`src/rtl/rcid_pkg.sv`:
```
// Package for the reference counted id slot table: sizes, status codes,
// result word type, RAM request type and field conversion helpers. No dependencies.
package rcid_pkg;

  localparam int unsigned SLOTS      = 64;
  localparam int unsigned ID_BITS    = 32;
  localparam int unsigned COUNT_BITS = 16;
  localparam int unsigned IDX_BITS   = (SLOTS > 1) ? $clog2(SLOTS) : 1;
  localparam int unsigned ENTRY_W    = ID_BITS + COUNT_BITS;

  // fixed widths of the port fields
  localparam int unsigned REGION_W  = 32;
  localparam int unsigned SLOT_W    = 6;
  localparam int unsigned HOLDERS_W = 16;
  localparam int unsigned STATUS_W  = 3;

  localparam int unsigned IDX_WIDE = (IDX_BITS > SLOT_W) ? IDX_BITS : SLOT_W;
  localparam int unsigned CNT_WIDE = (COUNT_BITS > HOLDERS_W) ? COUNT_BITS : HOLDERS_W;

  localparam logic [COUNT_BITS-1:0] COUNT_MAX = {COUNT_BITS{1'b1}};

  typedef enum logic [0:0] {
    CMD_OPEN  = 1'b0,
    CMD_CLOSE = 1'b1
  } rcid_cmd_e;

  typedef enum logic [STATUS_W-1:0] {
    ST_OPEN_OLD  = 3'd0,
    ST_OPEN_NEW  = 3'd1,
    ST_FULL      = 3'd2,
    ST_HELD      = 3'd3,
    ST_RELEASED  = 3'd4,
    ST_NOT_FOUND = 3'd5,
    ST_BAD_ID    = 3'd6
  } rcid_status_e;

  typedef struct packed {
    logic [SLOT_W-1:0]    slot;
    logic [HOLDERS_W-1:0] holders;
    rcid_status_e         status;
  } rcid_res_t;

  typedef struct packed {
    logic                re;
    logic [IDX_BITS-1:0] raddr;
    logic                we;
    logic [IDX_BITS-1:0] waddr;
    logic [ENTRY_W-1:0]  wdata;
  } rcid_ram_req_t;

  function automatic logic [SLOT_W-1:0] to_slot(input logic [IDX_BITS-1:0] idx);
    logic [IDX_WIDE-1:0] w;
    w = IDX_WIDE'(idx);
    return w[SLOT_W-1:0];
  endfunction

  function automatic logic [HOLDERS_W-1:0] to_holders(input logic [COUNT_BITS-1:0] cnt);
    logic [CNT_WIDE-1:0] w;
    w = CNT_WIDE'(cnt);
    return w[HOLDERS_W-1:0];
  endfunction

endpackage

```
`src/rtl/rcid_if.sv`:
```
// Valid/ready channel interfaces for request and result words.
// Depends on rcid_pkg.
interface rcid_in_if;
  logic                          valid;
  logic                          ready;
  logic                          cmd;
  logic [rcid_pkg::REGION_W-1:0] region_id;

  modport source (output valid, cmd, region_id, input ready);
  modport sink   (input valid, cmd, region_id, output ready);
endinterface

interface rcid_out_if;
  logic                           valid;
  logic                           ready;
  logic [rcid_pkg::SLOT_W-1:0]    slot;
  logic [rcid_pkg::HOLDERS_W-1:0] holders;
  logic [rcid_pkg::STATUS_W-1:0]  status;

  modport source (output valid, slot, holders, status, input ready);
  modport sink   (input valid, slot, holders, status, output ready);
endinterface

```
`src/rtl/refcounted_id_slot_table.sv`:
```
// Top level of the reference counted id slot table: request/result channels,
// output register, slot RAM and scan sequencer.
// Depends on rcid_pkg, rcid_if, rcid_ram and rcid_ctrl.
//
//   channel | dir | word                              | accepted when
//   in_i    | in  | cmd, region_id                    | in_i.valid && in_i.ready
//   out_o   | out | slot, holders, status             | out_o.valid && out_o.ready
//
// A request with a valid id passes from acceptance to its result in the output
// register through a read of each of the 64 slots in the single compare unit,
// the read latency, one update step and one handoff; a zero id skips the scan.
// The occupancy bits clear at reset, so the table is usable right after it.
// A result waiting in the output register does not stop the next request; only
// a second finished result waits in the sequencer until the register frees.
module refcounted_id_slot_table (
  input  logic  clk_i,
  input  logic  rst_ni,
  rcid_in_if.sink    in_i,
  rcid_out_if.source out_o
);

  logic                          ctrl_ready;
  logic                          res_valid;
  rcid_pkg::rcid_res_t           res;
  logic                          res_take;
  rcid_pkg::rcid_ram_req_t       ram_req;
  logic [rcid_pkg::ENTRY_W-1:0]  ram_rdata;
  logic                          out_valid_q;
  rcid_pkg::rcid_res_t           out_res_q;

  assign in_i.ready = ctrl_ready;
  assign res_take   = res_valid && (!out_valid_q || out_o.ready);

  rcid_ctrl u_ctrl (
    .clk_i       (clk_i),
    .rst_ni      (rst_ni),
    .start_i     (in_i.valid && ctrl_ready),
    .cmd_i       (in_i.cmd),
    .region_id_i (in_i.region_id),
    .ready_o     (ctrl_ready),
    .res_valid_o (res_valid),
    .res_o       (res),
    .res_take_i  (res_take),
    .ram_req_o   (ram_req),
    .ram_rdata_i (ram_rdata)
  );

  rcid_ram #(
    .WIDTH (rcid_pkg::ENTRY_W),
    .DEPTH (rcid_pkg::SLOTS)
  ) u_ram (
    .clk_i   (clk_i),
    .we_i    (ram_req.we),
    .waddr_i (ram_req.waddr),
    .wdata_i (ram_req.wdata),
    .re_i    (ram_req.re),
    .raddr_i (ram_req.raddr),
    .rdata_o (ram_rdata)
  );

  always_ff @(posedge clk_i or negedge rst_ni) begin
    if (!rst_ni) begin
      out_valid_q <= 1'b0;
    end else if (res_take) begin
      out_valid_q <= 1'b1;
    end else if (out_o.ready) begin
      out_valid_q <= 1'b0;
    end
  end

  always_ff @(posedge clk_i) begin
    if (res_take) begin
      out_res_q <= res;
    end
  end

  assign out_o.valid   = out_valid_q;
  assign out_o.slot    = out_res_q.slot;
  assign out_o.holders = out_res_q.holders;
  assign out_o.status  = out_res_q.status;

endmodule

```
`src/rtl/rcid_ram.sv`:
```
// Generic single write port, single read port RAM with registered read data.
// No dependencies.
module rcid_ram #(
  parameter int unsigned WIDTH = 8,
  parameter int unsigned DEPTH = 16
) (
  input  logic                                   clk_i,
  input  logic                                   we_i,
  input  logic [((DEPTH > 1) ? $clog2(DEPTH) : 1)-1:0] waddr_i,
  input  logic [WIDTH-1:0]                       wdata_i,
  input  logic                                   re_i,
  input  logic [((DEPTH > 1) ? $clog2(DEPTH) : 1)-1:0] raddr_i,
  output logic [WIDTH-1:0]                       rdata_o
);

  logic [WIDTH-1:0] mem_q [DEPTH];
  logic [WIDTH-1:0] rdata_q;

  always_ff @(posedge clk_i) begin
    if (we_i) begin
      mem_q[waddr_i] <= wdata_i;
    end
    if (re_i) begin
      rdata_q <= mem_q[raddr_i];
    end
  end

  assign rdata_o = rdata_q;

endmodule

```
`src/rtl/rcid_ctrl.sv`:
```
// Sequencer for the slot table: scans all slots through one compare unit,
// then updates at most one slot through one shared increment/decrement adder.
// Depends on rcid_pkg; drives the slot RAM through a request struct.
module rcid_ctrl (
  input  logic                          clk_i,
  input  logic                          rst_ni,
  input  logic                          start_i,
  input  logic                          cmd_i,
  input  logic [rcid_pkg::REGION_W-1:0] region_id_i,
  output logic                          ready_o,
  output logic                          res_valid_o,
  output rcid_pkg::rcid_res_t           res_o,
  input  logic                          res_take_i,
  output rcid_pkg::rcid_ram_req_t       ram_req_o,
  input  logic [rcid_pkg::ENTRY_W-1:0]  ram_rdata_i
);

  localparam logic [2:0] S_IDLE   = 3'd0;
  localparam logic [2:0] S_SCAN   = 3'd1;
  localparam logic [2:0] S_LAST   = 3'd2;
  localparam logic [2:0] S_UPDATE = 3'd3;
  localparam logic [2:0] S_DONE   = 3'd4;

  localparam logic [rcid_pkg::IDX_BITS-1:0] LAST_IDX = rcid_pkg::IDX_BITS'(rcid_pkg::SLOTS - 1);

  logic [2:0]                        state_q, state_d;
  logic                              cmd_q, cmd_d;
  logic [rcid_pkg::ID_BITS-1:0]      id_q, id_d;
  logic [rcid_pkg::IDX_BITS-1:0]     addr_q, addr_d;
  logic                              pend_q, pend_d;
  logic [rcid_pkg::IDX_BITS-1:0]     pend_idx_q, pend_idx_d;
  logic                              hit_found_q, hit_found_d;
  logic [rcid_pkg::IDX_BITS-1:0]     hit_idx_q, hit_idx_d;
  logic [rcid_pkg::COUNT_BITS-1:0]   hit_cnt_q, hit_cnt_d;
  logic                              free_found_q, free_found_d;
  logic [rcid_pkg::IDX_BITS-1:0]     free_idx_q, free_idx_d;
  logic [rcid_pkg::SLOTS-1:0]        valid_q, valid_d;
  rcid_pkg::rcid_res_t               res_q, res_d;

  logic [rcid_pkg::ID_BITS-1:0]      start_id;
  logic [rcid_pkg::ID_BITS-1:0]      rd_id;
  logic [rcid_pkg::COUNT_BITS-1:0]   rd_cnt;
  logic                              rd_valid;
  logic                              is_match;
  logic                              is_free;
  logic                              is_open;
  logic                              cnt_stuck;
  logic [rcid_pkg::COUNT_BITS-1:0]   cnt_step;
  logic [rcid_pkg::COUNT_BITS-1:0]   cnt_new;
  rcid_pkg::rcid_ram_req_t           ram_req;

  assign start_id = rcid_pkg::ID_BITS'(region_id_i);
  assign rd_id    = ram_rdata_i[rcid_pkg::COUNT_BITS +: rcid_pkg::ID_BITS];
  assign rd_cnt   = ram_rdata_i[rcid_pkg::COUNT_BITS-1:0];
  assign rd_valid = valid_q[pend_idx_q];
  // shared compare unit, one slot per cycle
  assign is_match = pend_q && rd_valid && (rd_id == id_q);
  assign is_free  = pend_q && !rd_valid;

  // shared adder: +1 for open, -1 for close, held at the saturation bound
  assign is_open   = (cmd_q == rcid_pkg::CMD_OPEN);
  assign cnt_stuck = is_open ? (hit_cnt_q == rcid_pkg::COUNT_MAX) : (hit_cnt_q == '0);
  assign cnt_step  = hit_cnt_q + (is_open ? rcid_pkg::COUNT_BITS'(1) : rcid_pkg::COUNT_MAX);
  assign cnt_new   = cnt_stuck ? hit_cnt_q : cnt_step;

  always_comb begin
    state_d      = state_q;
    cmd_d        = cmd_q;
    id_d         = id_q;
    addr_d       = addr_q;
    pend_d       = 1'b0;
    pend_idx_d   = pend_idx_q;
    hit_found_d  = hit_found_q;
    hit_idx_d    = hit_idx_q;
    hit_cnt_d    = hit_cnt_q;
    free_found_d = free_found_q;
    free_idx_d   = free_idx_q;
    valid_d      = valid_q;
    res_d        = res_q;
    ram_req      = '0;

    // result of the read issued last cycle
    if (is_match && !hit_found_q) begin
      hit_found_d = 1'b1;
      hit_idx_d   = pend_idx_q;
      hit_cnt_d   = rd_cnt;
    end
    if (is_free && !free_found_q) begin
      free_found_d = 1'b1;
      free_idx_d   = pend_idx_q;
    end

    unique case (state_q)
      S_IDLE: begin
        if (start_i) begin
          cmd_d        = cmd_i;
          id_d         = start_id;
          addr_d       = '0;
          hit_found_d  = 1'b0;
          free_found_d = 1'b0;
          if (start_id == '0) begin
            res_d   = '{slot: '0, holders: '0, status: rcid_pkg::ST_BAD_ID};
            state_d = S_DONE;
          end else begin
            state_d = S_SCAN;
          end
        end
      end
      S_SCAN: begin
        ram_req.re    = 1'b1;
        ram_req.raddr = addr_q;
        pend_d        = 1'b1;
        pend_idx_d    = addr_q;
        if (addr_q == LAST_IDX) begin
          state_d = S_LAST;
        end else begin
          addr_d = addr_q + 1'b1;
        end
      end
      S_LAST: begin
        state_d = S_UPDATE;
      end
      S_UPDATE: begin
        state_d = S_DONE;
        if (is_open) begin
          if (hit_found_q) begin
            ram_req.we    = 1'b1;
            ram_req.waddr = hit_idx_q;
            ram_req.wdata = {id_q, cnt_new};
            res_d = '{slot: rcid_pkg::to_slot(hit_idx_q),
                      holders: rcid_pkg::to_holders(cnt_new),
                      status: rcid_pkg::ST_OPEN_OLD};
          end else if (free_found_q) begin
            ram_req.we          = 1'b1;
            ram_req.waddr       = free_idx_q;
            ram_req.wdata       = {id_q, rcid_pkg::COUNT_BITS'(1)};
            valid_d[free_idx_q] = 1'b1;
            res_d = '{slot: rcid_pkg::to_slot(free_idx_q),
                      holders: rcid_pkg::to_holders(rcid_pkg::COUNT_BITS'(1)),
                      status: rcid_pkg::ST_OPEN_NEW};
          end else begin
            res_d = '{slot: '0, holders: '0, status: rcid_pkg::ST_FULL};
          end
        end else begin
          if (!hit_found_q) begin
            res_d = '{slot: '0, holders: '0, status: rcid_pkg::ST_NOT_FOUND};
          end else if (cnt_new == '0) begin
            valid_d[hit_idx_q] = 1'b0;
            res_d = '{slot: rcid_pkg::to_slot(hit_idx_q), holders: '0,
                      status: rcid_pkg::ST_RELEASED};
          end else begin
            ram_req.we    = 1'b1;
            ram_req.waddr = hit_idx_q;
            ram_req.wdata = {id_q, cnt_new};
            res_d = '{slot: rcid_pkg::to_slot(hit_idx_q),
                      holders: rcid_pkg::to_holders(cnt_new),
                      status: rcid_pkg::ST_HELD};
          end
        end
      end
      S_DONE: begin
        if (res_take_i) begin
          state_d = S_IDLE;
        end
      end
      default: begin
        state_d = S_IDLE;
      end
    endcase
  end

  always_ff @(posedge clk_i or negedge rst_ni) begin
    if (!rst_ni) begin
      state_q      <= S_IDLE;
      pend_q       <= 1'b0;
      hit_found_q  <= 1'b0;
      free_found_q <= 1'b0;
      valid_q      <= '0;
    end else begin
      state_q      <= state_d;
      pend_q       <= pend_d;
      hit_found_q  <= hit_found_d;
      free_found_q <= free_found_d;
      valid_q      <= valid_d;
    end
  end

  always_ff @(posedge clk_i) begin
    cmd_q      <= cmd_d;
    id_q       <= id_d;
    addr_q     <= addr_d;
    pend_idx_q <= pend_idx_d;
    hit_idx_q  <= hit_idx_d;
    hit_cnt_q  <= hit_cnt_d;
    free_idx_q <= free_idx_d;
    res_q      <= res_d;
  end

  assign ready_o     = (state_q == S_IDLE);
  assign res_valid_o = (state_q == S_DONE);
  assign res_o       = res_q;
  assign ram_req_o   = ram_req;

  a_write_in_update : assert property (@(posedge clk_i) disable iff (!rst_ni)
    ram_req.we |-> (state_q == S_UPDATE))
    else $error("slot RAM written outside the update step");

  a_occupancy_step : assert property (@(posedge clk_i) disable iff (!rst_ni)
    1'b1 |=> ($countones(valid_q) <= $past($countones(valid_q)) + 1) &&
             ($countones(valid_q) + 1 >= $past($countones(valid_q))))
    else $error("occupancy changed by more than one slot");

  a_new_slot_taken : assert property (@(posedge clk_i) disable iff (!rst_ni)
    (state_q == S_UPDATE && is_open && !hit_found_q && free_found_q)
      |=> valid_q[$past(free_idx_q)])
    else $error("claimed slot not marked occupied");

  a_released_zero : assert property (@(posedge clk_i) disable iff (!rst_ni)
    (state_q == S_DONE && res_q.status == rcid_pkg::ST_RELEASED) |-> (res_q.holders == '0))
    else $error("released slot reports holders");

  a_scan_idle_quiet : assert property (@(posedge clk_i) disable iff (!rst_ni)
    pend_q |-> ($past(state_q) == S_SCAN))
    else $error("compare result pending without a scan read");

endmodule
```
`src/flat_wrapper.sv`:
```
// flat-port wrapper written by rule: the top's interface ports become plain ports
module refcounted_id_slot_table_flat 
  (clk_i, rst_ni, in_i_valid, in_i_cmd, in_i_region_id, in_i_ready, out_o_valid, out_o_slot, out_o_holders, out_o_status, out_o_ready);
  rcid_in_if in_i_i ();
  rcid_out_if out_o_i ();
  input  logic clk_i;
  input  logic rst_ni;
  input wire logic [$bits(in_i_i.valid)-1:0] in_i_valid;
  input wire logic [$bits(in_i_i.cmd)-1:0] in_i_cmd;
  input wire logic [$bits(in_i_i.region_id)-1:0] in_i_region_id;
  output wire logic [$bits(in_i_i.ready)-1:0] in_i_ready;
  output wire logic [$bits(out_o_i.valid)-1:0] out_o_valid;
  output wire logic [$bits(out_o_i.slot)-1:0] out_o_slot;
  output wire logic [$bits(out_o_i.holders)-1:0] out_o_holders;
  output wire logic [$bits(out_o_i.status)-1:0] out_o_status;
  input wire logic [$bits(out_o_i.ready)-1:0] out_o_ready;
  assign in_i_i.valid = in_i_valid;
  assign in_i_i.cmd = in_i_cmd;
  assign in_i_i.region_id = in_i_region_id;
  assign in_i_ready = in_i_i.ready;
  assign out_o_valid = out_o_i.valid;
  assign out_o_slot = out_o_i.slot;
  assign out_o_holders = out_o_i.holders;
  assign out_o_status = out_o_i.status;
  assign out_o_i.ready = out_o_ready;
  refcounted_id_slot_table u_core (.clk_i(clk_i), .rst_ni(rst_ni), .in_i(in_i_i), .out_o(out_o_i));
endmodule
```
`config.mk`:
```
export PLATFORM = sky130hd
export DESIGN_NAME = refcounted_id_slot_table_flat
export DESIGN_NICKNAME = d
export VERILOG_FILES = /design/src/rtl/rcid_pkg.sv /design/src/rtl/rcid_if.sv /design/src/rtl/refcounted_id_slot_table.sv /design/src/rtl/rcid_ram.sv /design/src/rtl/rcid_ctrl.sv /design/src/flat_wrapper.sv
export SDC_FILE = /design/constraint.sdc
export NUM_CORES = 2
export LEC_CHECK = 0
export BUFFER_PORTS_ARGS = -buffer_cell sky130_fd_sc_hd__clkbuf_2
export CAP_MARGIN = 0
export CORE_ASPECT_RATIO = 1.5
export CORE_UTILIZATION = 55
export DETAILED_ROUTE_END_ITERATION = 10
export GPL_TIMING_DRIVEN = 1
export HOLD_SLACK_MARGIN = 0.15
export PLACE_DENSITY_LB_ADDON = 0.2
export SLEW_MARGIN = 10
export SYNTH_ARGS = -nofsm -noshare
export SYNTH_HDL_FRONTEND = slang
export SYNTH_SLANG_ARGS = --single-unit
```
`constraint.sdc`:
```
create_clock -name clk_i -period 15.39 [get_ports clk_i]
set_input_delay 2.3085 -clock clk_i [delete_from_list [all_inputs] [get_ports clk_i]]
set_output_delay 2.3085 -clock clk_i [all_outputs]
set_load 0.02 [all_outputs]
```
==> results.py <==
metrics = {
    "clock_network": {
        "worstSkewPairLatency_ps": 870,
        "ctsLongestPathBuffers": 4,
        "root_buffer": "clkbuf_16",
        "post_cts_buffers": 0,
        "cts-hold-fix-buffers": 0,
        "clk_pin_slew_ps": 70,
        "clock_tree.htree_level_count": 5,
        "cts_sinks": 3314,
        "cts_tree": "done",
        "resize_count_post_cts": 0,
        "numCtsBuffers": 296,
    },
    "synthesis": {
        "post_synthesis_mean_instance_area_sq_um": 13.4,
        "netlist_area_sq_mm": 0.133,
        "synthCells": 9885,
        "synth_area_leader": "edfxtp_1",
        "synth_cell_types": 70,
        "synth.top_cell.area_share_pct": 73.3,
        "synthesized_netlist_net_count": 9938,
        "postSynth.topFlopCell": "edfxtp_1",
        "postSynth.asyncResetShare_pct": 2.14,
        "yosysSeqAreaShare_pct": 74.6,
        "yosys_register_bits": 3314,
        "synth-edff-count": 3243,
        "synth_warnings": 0,
        "netlist_top_cells_area": "edfxtp_1 73%, nand3_1 5.3%, nand2_1 5.1%, mux2i_1 3.0%, o21ai_0 2.9%",
    },
    "final_layout": {
        "final_design_area_no_fill_sq_mm": 0.147,
        "syn_to_final_growth_pct": 10.3,
        "finalNetCount": 9862,
        "ratio_of_cells_with_drive_above_1_in_the_final_layout_pct": 8.56,
        "final_core_utilization_pct": 61.1,
    },
    "die": {
        "chipHeight_um": 604,
        "placement_rows": 220,
        "placeableCoreArea_sq_mm": 0.240,
        "die_x_um": 403,
        "die_area_sq_mm": 0.244,
        "initial_core_util_pct": 55.4,
        "boundaryPins": 64,
    },
    "global_route": {
        "grt_antenna_before_repair": 6,
        "first_global_vias": 81500,
        "grt_first_pass_wirelength_um": 557000,
        "grt-ovfl-total": 0,
        "global_route.usage.total_pct": 31.4,
        "grt_start_max_net_pins": 194,
    },
    "place": {
        "port_buffers": 63,
        "gp_congestion": 0.900,
        "area_after_detailed_placement_sq_mm": 0.137,
        "post-dp-hpwl_um": 206000,
    },
    "sta": {
        "final_period_minus_worst_setup_slack_ps": 6100,
        "report.final.hold_viol_count": 0,
        "report.final.setup_viol": 0,
        "worst_slew_margin_rel_pct": 11.3,
        "grt_setup_unrepaired": "false",
        "final-max-slew-violation-count": 0,
        "worst_pin_slew_ps": 1330,
        "finalClockSkew_ps": 41.9,
        "fin_tns_setup_ps": 0,
        "fmax_mhz": 164,
        "fin_crit_sh_pct": 39.6,
    },
    "detailed_routing": {
        "antenna_violating_nets_post_route": 0,
        "via_count": 86000,
        "vias_per_cell": 6.49,
        "detail_route.iter0.violations": 11800,
        "wl_per_cell_um": 29.3,
        "finalWirelength_um": 389000,
        "remaining_drc_errors": 0,
        "drtPass1Iterations": 8,
    },
    "power": {
        "power.share.combinational_pct": 29.1,
        "clock_power_share_pct": 29.0,
        "intPower_w": 0.0163,
        "design_power_w": 0.0252,
        "power_leakage_nw": 48.3,
        "pwr_density_cell_mw_per_mm2": 172,
        "worst_ir_drop_vdd_v": 0.000186,
        "net-switching-power_w": 0.00881,
        "power.share.sequential_pct": 41.9,
        "switching_share_pct": 35.0,
    },
    "worst_hold_path": {
        "hp-start": "u_core.u_ctrl.res_o[6]",
        "whs_path_depth": 0,
        "hold_class": "flop to flop",
        "min_delay_worst_endpoint": "u_core.out_o.holders[3]",
    },
    "setup_path": {
        "reg2reg_slack_ps": 9290,
        "setup.worst_path.class": "flop to flop",
        "r2r_end": "u_core.u_ram.mem_q[41][19]",
        "worst-endpoint-required_ps": 15930,
        "cp.arrival_ps": 6640,
        "regToRegStartpoint": "u_core.u_ctrl.cmd_q",
        "setup.worst_path.end_class": "flop",
        "worst-r2r-cell-count": 14,
        "launching_element_type_of_the_critical_path": "flop",
        "worstPathMaxFanout": 49,
    },
    "run_status": {
        "outcome": "complete, no violations",
    },
    "flow_run": {
        "maxCapViolCount": 0,
    },
}
-- state kept, by name, indices dropped and copies added (netlist names) --
register                    count
u_core.u_ctrl.hit_idx_q         6
u_core.u_ctrl.free_idx_q        6
u_core.u_ctrl.cmd_q             1
u_core.u_ctrl.hit_cnt_q        16
u_core.u_ctrl.hit_found_q       1
u_core.u_ctrl.valid_q          64
u_core.u_ram.rdata_o           48
u_core.out_o.valid              1
u_core.out_o.status             3
u_core.u_ctrl.pend_q            1
u_core.u_ctrl.state_q           3
u_core.out_o.slot               6
u_core.u_ctrl.free_found_q      1
u_core.u_ctrl.addr_q            6
u_core.u_ctrl.res_o            25
u_core.u_ctrl.pend_idx_q        6
u_core.u_ram.mem_q           3072
u_core.u_ctrl.id_q             32
u_core.out_o.holders           16
-- synthesized netlist by cell type (71+ instances only) --
master / number
dfrtp_1: 71
mux2i_1: 395
o21ai_0: 780
o211ai_1: 105
nand2_1: 1816
nor2_1: 87
nand3_1: 1398
nor4_1: 115
inv_1: 120
clkbuf_1: 483
buf_2: 79
edfxtp_1: 3243
nor3_1: 106
buf_1: 106
a21oi_1: 484
-- cell type report --
class / instances / area [sq um]
sequential: 3314 / 99200
fill: 17900 / 93200
multi-input combinational: 5782 / 31400
clock buffer: 362 / 7800
tap: 3219 / 4030
timing repair buffer: 295 / 2240
clock inverter: 147 / 1410
inverter: 120 / 452
antenna: 5 / 12.5
-- cells by family after synthesis --
kind of cell,share of synthesized area [%]
simple gates,12.4
flops,74.6
compound gates,6.88
buf+inv,2.31
mux,3.33
xor+xnor,0.303
fa+ha+maj,0.156
-- per-layer routing --
metal | vias to the layer above | global-route usage, % | share of wire, %
met2 | 4986 | 50.8 | 48
met1 | 43300 | 42.3 | 38
met5 | - | 0 | 0.0075
met3 | 934 | 5.22 | 10
li1 | 36800 | - | -
met4 | 4 | 13.1 | 4.5
-- critical path, cell delays in order (launching register included) --
cell,delay (ps)
edfxtp_1,330
buf_4,630
inv_1,300
fa_1,520
nor2b_1,180
o31a_1,240
o211a_1,270
o41ai_2,100
xor2_1,400
and4b_1,440
a41o_4,690
buf_4,690
nor3_2,120
buf_4,330
buf_4,390
-- cells in the final DEF, fill, tap and decap left out, types with 15 or more instances in the layout --
master        n
edfxtp_1   3243
nand2_1    1810
nand3_1    1398
o21ai_0     779
a21oi_1     476
mux2i_1     395
clkbuf_16   302
buf_4       217
inv_1       119
nor4_1      106
o211ai_1    105
nor2_1       80
nor3_1       73
dfrtp_1      71
o221ai_1     62
clkbuf_2     62
clkbuf_1     58
clkinv_1     57
clkinv_2     46
o31ai_1      42
o21a_1       37
xnor2_1      35
nor3_2       33
or3_1        31
and3_2       30
bufinv_16    27
a31oi_1      21
mux4_2       21
nand4_1      17
ha_1         15
buf_12       15
-- power groups by stage --
| stage | Combinational, W | Sequential (W) | Clock [W] |
|---|---|---|---|
| after floorplan | 0.00451 | 0.0106 | 0 |
| after global placement | 0.00707 | 0.0107 | 0 |
| after detailed placement | 0.00716 | 0.0107 | 0 |
| after CTS | 0.00720 | 0.0105 | 0.00733 |
| after global routing | 0.00783 | 0.0105 | 0.00764 |
| final | 0.00732 | 0.0106 | 0.00728 |
-- metrics by stage --
step	cells	setup slack, ps	hold WS (ps)
after global routing	13200	9090	431
final	13200	9290	421
after CTS	13200	9380	420
after global placement	12700	9490	405
after floorplan	9885	4320	400
after detailed placement	12700	9390	405
-- how the worst max path moves through the flow --
stage                              from                          to
finish              u_core.u_ctrl.cmd_q  u_core.u_ram.mem_q[41][19]
global route        u_core.u_ctrl.cmd_q  u_core.u_ram.mem_q[12][34]
CTS                 u_core.u_ctrl.cmd_q  u_core.u_ram.mem_q[41][21]
detailed placement  u_core.u_ctrl.cmd_q  u_core.u_ram.mem_q[41][29]
global placement    u_core.u_ctrl.cmd_q  u_core.u_ram.mem_q[12][39]
floorplan           u_core.u_ctrl.cmd_q   u_core.u_ram.mem_q[26][0]
Power figures use the tool's default switching activity.
